===== src/hw/rtl/sob_pkg.sv =====
// Shared types, sizes and helper functions of the slot ownership bitmap.
package sob_pkg;

    // Sizes of the bitmap store
    localparam int NUM_SLOTS        = 16384;
    localparam int NUM_SERVERS      = 16;
    localparam int WORD_SHIFT       = 6;
    localparam int WORD_BITS        = 1 << WORD_SHIFT;
    localparam int MAX_RELEASE      = 64;
    localparam int WORDS_PER_SERVER = (NUM_SLOTS + WORD_BITS - 1) / WORD_BITS;
    localparam int TOTAL_WORDS      = NUM_SERVERS * WORDS_PER_SERVER;
    localparam int WORD_AW          = (WORDS_PER_SERVER > 1) ? $clog2(WORDS_PER_SERVER) : 1;
    localparam int ADDR_W           = (TOTAL_WORDS > 1) ? $clog2(TOTAL_WORDS) : 1;

    // Field widths of the items
    localparam int SERVER_W = 4;
    localparam int START_W  = 14;
    localparam int END_W    = 15;
    localparam int COUNT_W  = 7;
    localparam int SLOT_W   = 14;

    // Request kinds
    typedef enum logic {
        KIND_SET     = 1'b0,
        KIND_RELEASE = 1'b1
    } t_kind;

    // Engine states
    typedef enum logic [2:0] {
        ST_CLEAR,
        ST_IDLE,
        ST_SET_RD,
        ST_SET_WR,
        ST_REL_RD,
        ST_REL_BITS,
        ST_REL_FIN
    } t_state;

    typedef struct packed {
        t_kind                kind;
        logic [SERVER_W-1:0]  server_id;
        logic [START_W-1:0]   range_start;
        logic [END_W-1:0]     range_end;
        logic [COUNT_W-1:0]   release_count;
    } t_req;

    typedef struct packed {
        logic [SLOT_W-1:0] slot_index;
        logic              found;
        logic              last;
    } t_result;

    typedef struct packed {
        logic                 we;
        logic [ADDR_W-1:0]    waddr;
        logic [WORD_BITS-1:0] wdata;
        logic                 re;
        logic [ADDR_W-1:0]    raddr;
    } t_ram_req;

    // Encode a one-hot word into its bit position
    function automatic logic [WORD_SHIFT-1:0] onehot_index(input logic [WORD_BITS-1:0] v);
        logic [WORD_SHIFT-1:0] idx;
        idx = '0;
        for (int k = 0; k < WORD_SHIFT; k++) begin
            for (int i = 0; i < WORD_BITS; i++) begin
                if (((i >> k) & 1) == 1) begin
                    idx[k] = idx[k] | v[i];
                end
            end
        end
        return idx;
    endfunction

endpackage


===== src/hw/rtl/sob_out.sv =====
// Output register of the result stream.
module sob_out
    import sob_pkg::*;
(
    input  logic    i_clk,
    input  logic    i_rst_n,
    input  logic    i_push_valid,
    input  t_result i_push,
    input  logic    i_tready,
    output logic    o_tvalid,
    output t_result o_result,
    output logic    o_free
);

    logic    r_valid;
    t_result r_result;

    assign o_free = !r_valid || i_tready;

    // Hold valid until taken
    always_ff @(posedge i_clk) begin
        if (!i_rst_n) begin
            r_valid <= 1'b0;
        end else if (o_free) begin
            r_valid <= i_push_valid;
        end
    end

    // Load payload when the register frees up
    always_ff @(posedge i_clk) begin
        if (o_free && i_push_valid) begin
            r_result <= i_push;
        end
    end

    assign o_tvalid = r_valid;
    assign o_result = r_result;

endmodule


===== config.mk =====
export PLATFORM = sky130hd
export DESIGN_NAME = sob_out
export DESIGN_NICKNAME = d
export VERILOG_FILES = /design/src/hw/rtl/sob_pkg.sv /design/src/hw/rtl/sob_out.sv
export SDC_FILE = /design/constraint.sdc
export NUM_CORES = 1
export LEC_CHECK = 0
export ABC_AREA = 1
export BUFFER_PORTS_ARGS = -buffer_cell sky130_fd_sc_hd__buf_2
export CELL_PAD_IN_SITES_DETAIL_PLACEMENT = 1
export CELL_PAD_IN_SITES_GLOBAL_PLACEMENT = 2
export CORE_UTILIZATION = 25
export CTS_BUF_LIST = sky130_fd_sc_hd__clkbuf_8
export CTS_CLUSTER_DIAMETER = 120
export DETAILED_ROUTE_END_ITERATION = 7
export GPL_ROUTABILITY_DRIVEN = 0
export PLACE_DENSITY_LB_ADDON = 0.1
export SYNTH_ARGS = -nofsm -noshare
export SYNTH_HDL_FRONTEND = slang
export SYNTH_SLANG_ARGS = --single-unit

===== constraint.sdc =====
create_clock -name i_clk -period 1.9 [get_ports i_clk]
set_input_delay 0.38 -clock i_clk [delete_from_list [all_inputs] [get_ports i_clk]]
set_output_delay 0.38 -clock i_clk [all_outputs]
set_load 0.05 [all_outputs]

==> qor.yml <==
port_buffers: 37
clockBufferDepth: 2
fin_nets: 86
cts_num_sinks: 17
start_kind: "register"
synthArstFlopShare: 0
antenna_found_initial: 0
grt_pass1_wl_mm: 1.26
die_w_um: 48.1
vias: 350
peakVddDrop_uv: 445
fin_cells: 92
initial_core_util: 0.268
worst-setup-path-type: "register to output port"
h-tree-depth: 1
coreArea_um2: 1980
grt_max_degree: 17
synth_nets: 43
cts_tree: "built"
drc: 0
synth_top_area_share: 0.904
synth_seq_cells: 17
yosysWarnings: 0
max_stage_delay_ns: 0.33
rr_endpoint: "o_result[12]"
fin_crit_sh: 0.677
hold_depth: 1
synth_edf_count: 16
post_cts_buffers: 0
firstDrtPassIters: 2
dieHeight_um: 48.1
root_buffer: "clkbuf_8"
dieArea_um2: 2320
post-route-util: 0.405
worstMarginPinSlew_ns: 0.262
hp-start: "i_push[0]"
numCtsBuffers: 3
arrival_ns: 0.91
power_density_nw_per_um2: 1020
fmax_mhz: 778
syn_to_final_growth_pct: 51.1
period_minus_slack_ns: 1.29
min_to: "o_result[0]"
rows: 16
maxCapViolCount: 0
p_leak_nw: 0.360
synth_common_cells: "edfxtp_1, inv_1"
syn_inst: 23
finalHoldViolations: 0
grt_usage: 0.0852
vias_per_cell: 3.80
synth.distinct_cells: 7
top_level_ports: 38
hold_buffers: 0
syn-cell-area_um2: 532
drt_first_iter_violations: 3
grt_pass1_vias: 281
ant_nets: 0
crit_slowest_cell: "dfxtp_1"
status: "finished, final reports clean"
cp_num_buf_inv: 1
yosys-top-cells-area: "edfxtp_1, dfxtp_1, a21oi_2"
worst_ep_required_time_ns: 1.52
ys.flop_type: "edfxtp_1"
post_drt_wl_per_cell_um: 10.1
reg2regPathDepth: 2
num-fill-cells: 220
finalPower_uw: 820
synth_most_common_cell: "edfxtp_1"
cp_max_fo: 3
insertedDiodeCount: 0
cts_repair_resize_count: 0
avgSynthCellArea_um2: 23.1
insertion_delay_ns: 0.24
worst_setup_path_end_kind: "output port"
routed_wl_um: 926
relSlewSlack: 0.827
finalClockSkew_ns: 0.00112
clk_pin_slew_ns: 0.06
holdWs_ns: 0.311
r2r-start: "o_tvalid"
setup-violations-final: 0
dpl.cell_count: 88
min_path_type: "input pin to register"
slew_viol_final: 0
grt.overflow.total: 0
rsz0062_at_grt: "false"
yosysTopAreaCell: "edfxtp_1"
drive_gt1_frac: 0.677
r2r_slack_ns: 0.86
fin_tns_setup_ns: 0
crit_family: "flip-flops"
worstPathCellList: "nand2_2 > buf_2"
synth_seq_area_share: 0.941
-- worst max path at each step --
stage | depth (start not counted) | end | from
global placement | 4 | o_result[10] | i_push_valid
CTS | 2 | o_free | o_tvalid
floorplan | 1 | o_result[0] | o_tvalid
detailed placement | 4 | o_result[10] | i_push_valid
global route | 2 | o_free | o_tvalid
finish | 2 | o_free | o_tvalid
-- power by group --
part	switching, mW	internal (mW)	total [mW]
Combinational	0.101	0.0316	0.132
Sequential	0.00492	0.436	0.441
Clock	0.105	0.143	0.247
Total	0.210	0.610	0.820
-- registers in the layout (all words and copies together) (netlist names) --
register	cells
o_result	16
o_tvalid	1
-- cell type report --
type,count,area (um2),share of cell area
Timing Repair Buffer,38,193,0.240
Inverter,3,11.3,0.0140
Sequential cell,17,500,0.623
Multi-Input combinational cell,3,20.0,0.0249
Tap cell,27,33.8,0.0421
Clock inverter,1,3.75,0.00467
Clock buffer,3,41.3,0.0514
-- routing by layer --
metal / routed length [um] / GRT usage
met5: 0 / 0
met1: 303 / 0.0835
met2: 555 / 0.159
met4: 0 / 0.0333
met3: 66 / 0.0333
-- cells by family after synthesis --
family                 after synthesis  synth area share
and+or+nand+nor                      1            0.0118
AOI/OAI and AO/OA                    2            0.0259
buffers and inverters                3            0.0212
DFF                                 17             0.941
-- placed cells by master (no fill, tap or decap), drive strengths merged --
cell / count
inv: 4
edfxtp: 16
a21oi: 2
buf: 38
clkbuf: 3
nand2: 1
dfxtp: 1
-- through the flow --
step	instance area (um2)	setup slack, ns
3_3_place_gp	758	0.705
2_1_floorplan	532	0.100
5_1_grt	803	0.576
6_report	803	0.614
3_5_place_dp	758	0.696
4_1_cts	803	0.601
Power figures use the tool's default switching activity.
