### src/hw/rtl/sob_pkg.sv
// Shared types, sizes and helper functions of the slot ownership bitmap.
package sob_pkg;

    // Sizes of the bitmap store
    localparam int NUM_SLOTS        = 16384;
    localparam int NUM_SERVERS      = 16;
    localparam int WORD_SHIFT       = 6;
    localparam int WORD_BITS        = 1 << WORD_SHIFT;
    localparam int MAX_RELEASE      = 64;
    localparam int WORDS_PER_SERVER = (NUM_SLOTS + WORD_BITS - 1) / WORD_BITS;
    localparam int TOTAL_WORDS      = NUM_SERVERS * WORDS_PER_SERVER;
    localparam int WORD_AW          = (WORDS_PER_SERVER > 1) ? $clog2(WORDS_PER_SERVER) : 1;
    localparam int ADDR_W           = (TOTAL_WORDS > 1) ? $clog2(TOTAL_WORDS) : 1;

    // Field widths of the items
    localparam int SERVER_W = 4;
    localparam int START_W  = 14;
    localparam int END_W    = 15;
    localparam int COUNT_W  = 7;
    localparam int SLOT_W   = 14;

    // Request kinds
    typedef enum logic {
        KIND_SET     = 1'b0,
        KIND_RELEASE = 1'b1
    } t_kind;

    // Engine states
    typedef enum logic [2:0] {
        ST_CLEAR,
        ST_IDLE,
        ST_SET_RD,
        ST_SET_WR,
        ST_REL_RD,
        ST_REL_BITS,
        ST_REL_FIN
    } t_state;

    typedef struct packed {
        t_kind                kind;
        logic [SERVER_W-1:0]  server_id;
        logic [START_W-1:0]   range_start;
        logic [END_W-1:0]     range_end;
        logic [COUNT_W-1:0]   release_count;
    } t_req;

    typedef struct packed {
        logic [SLOT_W-1:0] slot_index;
        logic              found;
        logic              last;
    } t_result;

    typedef struct packed {
        logic                 we;
        logic [ADDR_W-1:0]    waddr;
        logic [WORD_BITS-1:0] wdata;
        logic                 re;
        logic [ADDR_W-1:0]    raddr;
    } t_ram_req;

    // Encode a one-hot word into its bit position
    function automatic logic [WORD_SHIFT-1:0] onehot_index(input logic [WORD_BITS-1:0] v);
        logic [WORD_SHIFT-1:0] idx;
        idx = '0;
        for (int k = 0; k < WORD_SHIFT; k++) begin
            for (int i = 0; i < WORD_BITS; i++) begin
                if (((i >> k) & 1) == 1) begin
                    idx[k] = idx[k] | v[i];
                end
            end
        end
        return idx;
    endfunction

endpackage

### src/hw/rtl/sob_engine.sv
// Sequencer that clears, sets and scans the bitmap words through read-modify-write.
module sob_engine
    import sob_pkg::*;
(
    input  logic     i_clk,
    input  logic     i_rst_n,
    input  logic     i_req_valid,
    input  t_req     i_req,
    output logic     o_req_ready,
    input  logic     i_out_free,
    output logic     o_push_valid,
    output t_result  o_push,
    output t_ram_req o_ram,
    input  logic [WORD_BITS-1:0] i_rd_data
);

    localparam logic [WORD_BITS-1:0] ONES = '1;

    t_state r_state, n_state;
    logic [ADDR_W-1:0]     r_clr, n_clr;
    logic [ADDR_W-1:0]     r_base, n_base;
    logic [WORD_AW-1:0]    r_word, n_word;
    logic [WORD_AW-1:0]    r_wfirst, n_wfirst;
    logic [WORD_AW-1:0]    r_wlast, n_wlast;
    logic [WORD_SHIFT-1:0] r_start_bit, n_start_bit;
    logic [WORD_SHIFT-1:0] r_end_bit, n_end_bit;
    logic [COUNT_W-1:0]    r_count, n_count;
    logic [COUNT_W-1:0]    r_got, n_got;
    logic [WORD_BITS-1:0]  r_val, n_val;
    logic                  r_first, n_first;
    logic                  r_pend_valid, n_pend_valid;
    logic [SLOT_W-1:0]     r_pend_slot, n_pend_slot;

    // Request decode
    logic                  accept;
    logic                  server_ok;
    logic [31:0]           end_sat;
    logic [31:0]           end_m1;
    logic                  range_ok;
    logic [COUNT_W-1:0]    count_clamp;
    logic [ADDR_W-1:0]     req_base;

    assign accept      = (r_state == ST_IDLE) && i_req_valid;
    assign server_ok   = 32'(i_req.server_id) < NUM_SERVERS;
    assign end_sat     = (32'(i_req.range_end) > NUM_SLOTS) ? NUM_SLOTS : 32'(i_req.range_end);
    assign end_m1      = end_sat - 32'd1;
    assign range_ok    = server_ok && (32'(i_req.range_start) < end_sat);
    assign count_clamp = (i_req.release_count > COUNT_W'(MAX_RELEASE)) ?
                         COUNT_W'(MAX_RELEASE) : i_req.release_count;
    assign req_base    = ADDR_W'(32'(i_req.server_id) * WORDS_PER_SERVER);

    // Word address and set mask
    logic [ADDR_W-1:0]     word_addr;
    logic [WORD_SHIFT-1:0] lo_bit, hi_bit;
    logic [WORD_BITS-1:0]  set_mask;

    assign word_addr = r_base + ADDR_W'(r_word);
    assign lo_bit    = (r_word == r_wfirst) ? r_start_bit : '0;
    assign hi_bit    = (r_word == r_wlast) ? r_end_bit : '1;
    assign set_mask  = (ONES << lo_bit) & (ONES >> (~hi_bit));

    // Lowest set bit of the current word
    logic [WORD_BITS-1:0]  cur;
    logic [WORD_BITS-1:0]  lsb;
    logic [WORD_SHIFT-1:0] bit_idx;
    logic                  has_bit;
    logic                  can_step;
    logic                  last_word;
    logic [31:0]           slot_ext;

    assign cur       = r_first ? i_rd_data : r_val;
    assign lsb       = cur & (~cur + {{(WORD_BITS-1){1'b0}}, 1'b1});
    assign bit_idx   = onehot_index(lsb);
    assign has_bit   = (cur != '0) && (r_got < r_count);
    assign can_step  = has_bit && (!r_pend_valid || i_out_free);
    assign last_word = (r_word == WORD_AW'(WORDS_PER_SERVER - 1));
    assign slot_ext  = (32'(r_word) << WORD_SHIFT) | 32'(bit_idx);

    // Next state
    always_comb begin
        n_state = r_state;
        unique case (r_state)
            ST_CLEAR: begin
                if (r_clr == ADDR_W'(TOTAL_WORDS - 1)) begin
                    n_state = ST_IDLE;
                end
            end
            ST_IDLE: begin
                if (accept) begin
                    if (i_req.kind == KIND_SET) begin
                        n_state = range_ok ? ST_SET_RD : ST_IDLE;
                    end else begin
                        n_state = (server_ok && (count_clamp != '0)) ? ST_REL_RD : ST_REL_FIN;
                    end
                end
            end
            ST_SET_RD: n_state = ST_SET_WR;
            ST_SET_WR: begin
                n_state = (r_word == r_wlast) ? ST_IDLE : ST_SET_RD;
            end
            ST_REL_RD: n_state = ST_REL_BITS;
            ST_REL_BITS: begin
                if (!has_bit) begin
                    n_state = ((r_got == r_count) || last_word) ? ST_REL_FIN : ST_REL_RD;
                end
            end
            ST_REL_FIN: begin
                if (i_out_free) begin
                    n_state = ST_IDLE;
                end
            end
            default: n_state = ST_IDLE;
        endcase
    end

    // Outputs and datapath updates
    always_comb begin
        o_req_ready  = (r_state == ST_IDLE);
        o_push_valid = 1'b0;
        o_push       = '0;
        o_ram        = '0;
        n_clr        = r_clr;
        n_base       = r_base;
        n_word       = r_word;
        n_wfirst     = r_wfirst;
        n_wlast      = r_wlast;
        n_start_bit  = r_start_bit;
        n_end_bit    = r_end_bit;
        n_count      = r_count;
        n_got        = r_got;
        n_val        = r_val;
        n_first      = r_first;
        n_pend_valid = r_pend_valid;
        n_pend_slot  = r_pend_slot;
        unique case (r_state)
            ST_CLEAR: begin
                o_ram.we    = 1'b1;
                o_ram.waddr = r_clr;
                o_ram.wdata = '0;
                n_clr       = r_clr + ADDR_W'(1);
            end
            ST_IDLE: begin
                if (accept) begin
                    n_base       = req_base;
                    n_wfirst     = WORD_AW'(32'(i_req.range_start) >> WORD_SHIFT);
                    n_wlast      = WORD_AW'(end_m1 >> WORD_SHIFT);
                    n_start_bit  = i_req.range_start[WORD_SHIFT-1:0];
                    n_end_bit    = end_m1[WORD_SHIFT-1:0];
                    n_count      = count_clamp;
                    n_got        = '0;
                    n_pend_valid = 1'b0;
                    n_word       = (i_req.kind == KIND_SET) ?
                                   WORD_AW'(32'(i_req.range_start) >> WORD_SHIFT) : '0;
                end
            end
            ST_SET_RD: begin
                o_ram.re    = 1'b1;
                o_ram.raddr = word_addr;
            end
            ST_SET_WR: begin
                o_ram.we    = 1'b1;
                o_ram.waddr = word_addr;
                o_ram.wdata = i_rd_data | set_mask;
                n_word      = r_word + WORD_AW'(1);
            end
            ST_REL_RD: begin
                o_ram.re    = 1'b1;
                o_ram.raddr = word_addr;
                n_first     = 1'b1;
            end
            ST_REL_BITS: begin
                n_first = 1'b0;
                n_val   = cur;
                if (can_step) begin
                    // Pass the held slot on and keep the new one back
                    o_push_valid      = r_pend_valid;
                    o_push.slot_index = r_pend_slot;
                    o_push.found      = 1'b1;
                    o_push.last       = 1'b0;
                    n_val             = cur & ~lsb;
                    n_pend_valid      = 1'b1;
                    n_pend_slot       = slot_ext[SLOT_W-1:0];
                    n_got             = r_got + COUNT_W'(1);
                end else if (!has_bit) begin
                    // Write back the scanned word
                    o_ram.we    = 1'b1;
                    o_ram.waddr = word_addr;
                    o_ram.wdata = cur;
                    n_word      = r_word + WORD_AW'(1);
                end
            end
            ST_REL_FIN: begin
                if (i_out_free) begin
                    o_push_valid      = 1'b1;
                    o_push.slot_index = r_pend_valid ? r_pend_slot : '0;
                    o_push.found      = r_pend_valid;
                    o_push.last       = 1'b1;
                    n_pend_valid      = 1'b0;
                end
            end
            default: begin
                o_req_ready = 1'b0;
            end
        endcase
    end

    // Control registers
    always_ff @(posedge i_clk) begin
        if (!i_rst_n) begin
            r_state      <= ST_CLEAR;
            r_clr        <= '0;
            r_first      <= 1'b0;
            r_pend_valid <= 1'b0;
            r_got        <= '0;
            r_count      <= '0;
        end else begin
            r_state      <= n_state;
            r_clr        <= n_clr;
            r_first      <= n_first;
            r_pend_valid <= n_pend_valid;
            r_got        <= n_got;
            r_count      <= n_count;
        end
    end

    // Payload registers
    always_ff @(posedge i_clk) begin
        r_base      <= n_base;
        r_word      <= n_word;
        r_wfirst    <= n_wfirst;
        r_wlast     <= n_wlast;
        r_start_bit <= n_start_bit;
        r_end_bit   <= n_end_bit;
        r_val       <= n_val;
        r_pend_slot <= n_pend_slot;
    end

endmodule

### config.mk
export PLATFORM = sky130hd
export DESIGN_NAME = sob_engine
export DESIGN_NICKNAME = d
export VERILOG_FILES = /design/src/hw/rtl/sob_pkg.sv /design/src/hw/rtl/sob_engine.sv
export SDC_FILE = /design/constraint.sdc
export NUM_CORES = 1
export LEC_CHECK = 0
export ABC_AREA = 1
export BUFFER_PORTS_ARGS = -buffer_cell sky130_fd_sc_hd__buf_2
export CORE_MARGIN = 8
export CORE_UTILIZATION = 45
export CTS_CLUSTER_DIAMETER = 150
export DETAILED_ROUTE_END_ITERATION = 12
export PLACE_DENSITY = 0.66
export SLEW_MARGIN = 20
export SYNTH_ARGS = -nofsm -noshare
export SYNTH_HDL_FRONTEND = slang
export SYNTH_SLANG_ARGS = --single-unit
### constraint.sdc
create_clock -name i_clk -period 11.75 [get_ports i_clk]
set_input_delay 1.175 -clock i_clk [delete_from_list [all_inputs] [get_ports i_clk]]
set_output_delay 1.175 -clock i_clk [all_outputs]
set_load 0.05 [all_outputs]
==> impl_metrics.env <==
export IMPL_cts_buffers=17
export IMPL_yosys_area_share_xor_xnor_pct=1.801
export IMPL_drive_gt1_share_pct=14.24
export IMPL_synth_nets=2238
export IMPL_design_die_area_sq_mm=0.03491
export IMPL_die_width_microns=186.8
export IMPL_synthCells=2105
export IMPL_synthMuxAreaShare_pct=0.07621
export IMPL_grt_max_degree=172
export IMPL_leakage_nw=7.156
export IMPL_synth_top_family_by_area="simple AND/OR/NAND/NOR gates"
export IMPL_fill_cells=3006
export IMPL_area_growth_pct=14.29
export IMPL_synth_seq_area_share_pct=31.70
export IMPL_placed_area_sq_mm=0.01441
export IMPL_syn_cell_area_sq_mm=0.01313
export IMPL_finalHoldViolCount=0
export IMPL_hp_class="reg -> reg"
export IMPL_fin_crit_sh_pct=52.76
export IMPL_end_kind="output pin"
export IMPL_num_rows=62
export IMPL_post_route_min_period_ps=6199
export IMPL_relSlewSlack_pct=26.43
export IMPL_post_cts_buffers=0
export IMPL_insertion_delay_ps=450
export IMPL_grt_pass1_vias=14970
export IMPL_drt_total_wl_microns=62090
export IMPL_synth_flop_cell="edfxtp_1"
export IMPL_outcome="complete, no violations"
export IMPL_synth_most_common_cell="nand2_1"
export IMPL_fp_coreArea_sq_mm=0.02870
export IMPL_vias=15580
export IMPL_grt_overflow_total=0
export IMPL_avgRoutedWirePerCell_microns=23.08
export IMPL_dp_hpwl_microns=50140
export IMPL_ctsHoldBuffers=0
export IMPL_power_density_mw_per_mm2=127.5
export IMPL_clk_pin_slew_ps=70
export IMPL_cts_sinks=149
export IMPL_portBuffers=216
export IMPL_ir_drop_v=0.0001240
export IMPL_synth_cell_type_count=49
export IMPL_clock_skew_final_ps=12.27
export IMPL_die_y_microns=186.8
export IMPL_synth_common_cells="nand2_1 (630), nor2_1 (336), inv_1 (277), edfxtp_1 (118), nand3_1 (116)"
export IMPL_nets=2424
export IMPL_synth_simple_area_share_pct=38.06
export IMPL_synth_top_cells_by_area="edfxtp_1 (27%), nand2_1 (18%), nor2_1 (9.6%), inv_1 (7.9%), dfxtp_1 (4.7%)"
export IMPL_critPathKind="reg -> out"
export IMPL_antenna_found_initial=3
export IMPL_grt_first_pass_wirelength_microns=91450
export IMPL_drc_errors=0
export IMPL_synth_compound_area_share_pct=14.95
export IMPL_rsz0062_at_grt="false"
export IMPL_grt_usage_pct=34.07
export IMPL_start_util_pct=45.76
export IMPL_fmax_ghz=0.1613
export IMPL_tritoncts="done"
export IMPL_cts_root_buf="clkbuf_16"
export IMPL_worstSetupStartpointType="register"
export IMPL_setup_viol=0
export IMPL_worstMarginPinSlew_ps=1099
export IMPL_crit_arrival_ps=5020
export IMPL_gp_congestion=1.109
export IMPL_synth_area_per_cell_sq_um=6.239
export IMPL_synth_fa_ha_area_share_pct=2.286
export IMPL_cap_violations=0
export IMPL_required_ps=10580
export IMPL_dr_pass1_iters=6
export IMPL_synth_seq_cells=149
export IMPL_io_pins=217
export IMPL_ant_nets=0
export IMPL_fin_tns_setup_ps=0
export IMPL_synth_top_cell_area_share_pct=26.98
export IMPL_synthArstFlopShare_pct=0
export IMPL_drt_iter0_markers=1952
export IMPL_synth_edff_count=118
export IMPL_slew_viol_final=0
export IMPL_synth_area_leader_cell="edfxtp_1"
export IMPL_stdcell_area_sq_mm=0.01501
export IMPL_ctsHtreeMaxLevel=4
export IMPL_path_max_fanout=171
export IMPL_cts_resized_gates=0
export IMPL_ys_warn_count=0
export IMPL_vias_per_cell=5.792
export IMPL_clock_path_buffers=2
worst paths after layout:
path / start / endpoint / slack (ps) / cells past startpoint
setup / recovery: r_first / o_ram[44] / 5550 / 13
hold / removal: r_count[6] / r_count[6] / 490 / 2
hold reg to reg: r_count[6] / r_count[6] / 490 / 2
setup reg to reg: r_first / r_pend_slot[1] / 7520 / 13
critical path, cell delays in order, from the launching register on:
cell and delay, ps:
dfxtp_4 480, buf_12 540, o21ai_0 450, nor2_1 270
nand2_1 160, nor2_1 270, nand2_1 220, nor2_2 210
nand2_2 130, a21oi_2 130, buf_4 410, inv_2 460
o21ai_0 360, buf_2 320
flip-flops by register name, summed over array words and instances, names as in the netlist:
signal        count
r_end_bit         6
r_val            64
r_word            8
r_pend_valid      1
r_state           3
r_got             7
r_wlast           8
r_count           7
r_wfirst          8
r_clr            12
r_pend_slot      14
r_start_bit       6
r_base            4
r_first           1
where the power goes:
group / switching (mW) / internal, mW / total (mW) / leakage, nW
logic: 0.528 / 0.153 / 0.680 / 5.54
clock network: 0.265 / 0.311 / 0.575 / 0.297
registers: 0.0382 / 0.620 / 0.658 / 1.31
logic make-up after synthesis:
kind of cell | Yosys count
buffers and inverters | 346
DFF | 149
and+or+nand+nor | 1204
AOI/OAI and AO/OA | 354
muxes | 1
adders and majority gates | 24
xor gates and xnor gates | 27
metal layers:
metal  vias up  GRT usage, %  routed length, microns  share of wire [%]
li1       7235             -                       -                  -
met1      7161         43.48                   25190                 41
met2      1023         53.66                   27300                 44
met3       160         5.798                    5884                9.5
met4         2         20.01                    3707                6.0
met5         -             0                       9              0.014
cells in the final DEF, fill, tap and decap left out, types with 3 or more instances in the layout:
cell type,n
o22ai_1,15
o21a_1,9
buf_2,216
a31oi_1,22
nand2_2,3
inv_1,276
edfxtp_1,118
nor2_4,5
o21bai_1,5
o21ai_1,75
xnor2_1,10
clkinv_1,5
nand3b_1,7
ha_1,24
dfxtp_1,30
a32o_1,3
clkbuf_16,19
buf_4,7
inv_6,4
nor2_1,334
xor2_1,17
nand2_1,630
o21ai_2,14
or2_2,3
inv_8,4
nor2_2,33
o21ai_0,99
nand4_1,42
nor2b_1,3
nor4_1,3
nor3_1,18
a21oi_1,98
o211ai_1,3
inv_2,8
nand3_1,116
metrics by stage:
stage                     utilization, %  power, mW  instances  hold WS [ps]  setup slack (ps)
after floorplan                        -      1.134       2105         424.4              6403
after global placement             50.20      1.324       2656         465.7              6170
after detailed placement           50.20      1.333       2656         473.9              6095
after CTS                          52.28      1.902       2688         484.0              5748
after global routing               52.29      1.979       2689         521.1              5402
final                              52.30      1.914       2690         491.1              5551
layout make-up:
type | instances | area, sq um | area share, %
Antenna cell | 2 | 5.005 | 0.03334
Multi-Input combinational cell | 1610 | 7523 | 50.12
Inverter | 289 | 1085 | 7.227
Clock buffer | 21 | 493.0 | 3.284
Sequential cell | 149 | 4168 | 27.77
Tap cell | 384 | 480.5 | 3.201
Clock inverter | 11 | 102.6 | 0.6835
Timing Repair Buffer | 224 | 1154 | 7.685
Power figures use the tool's default switching activity.
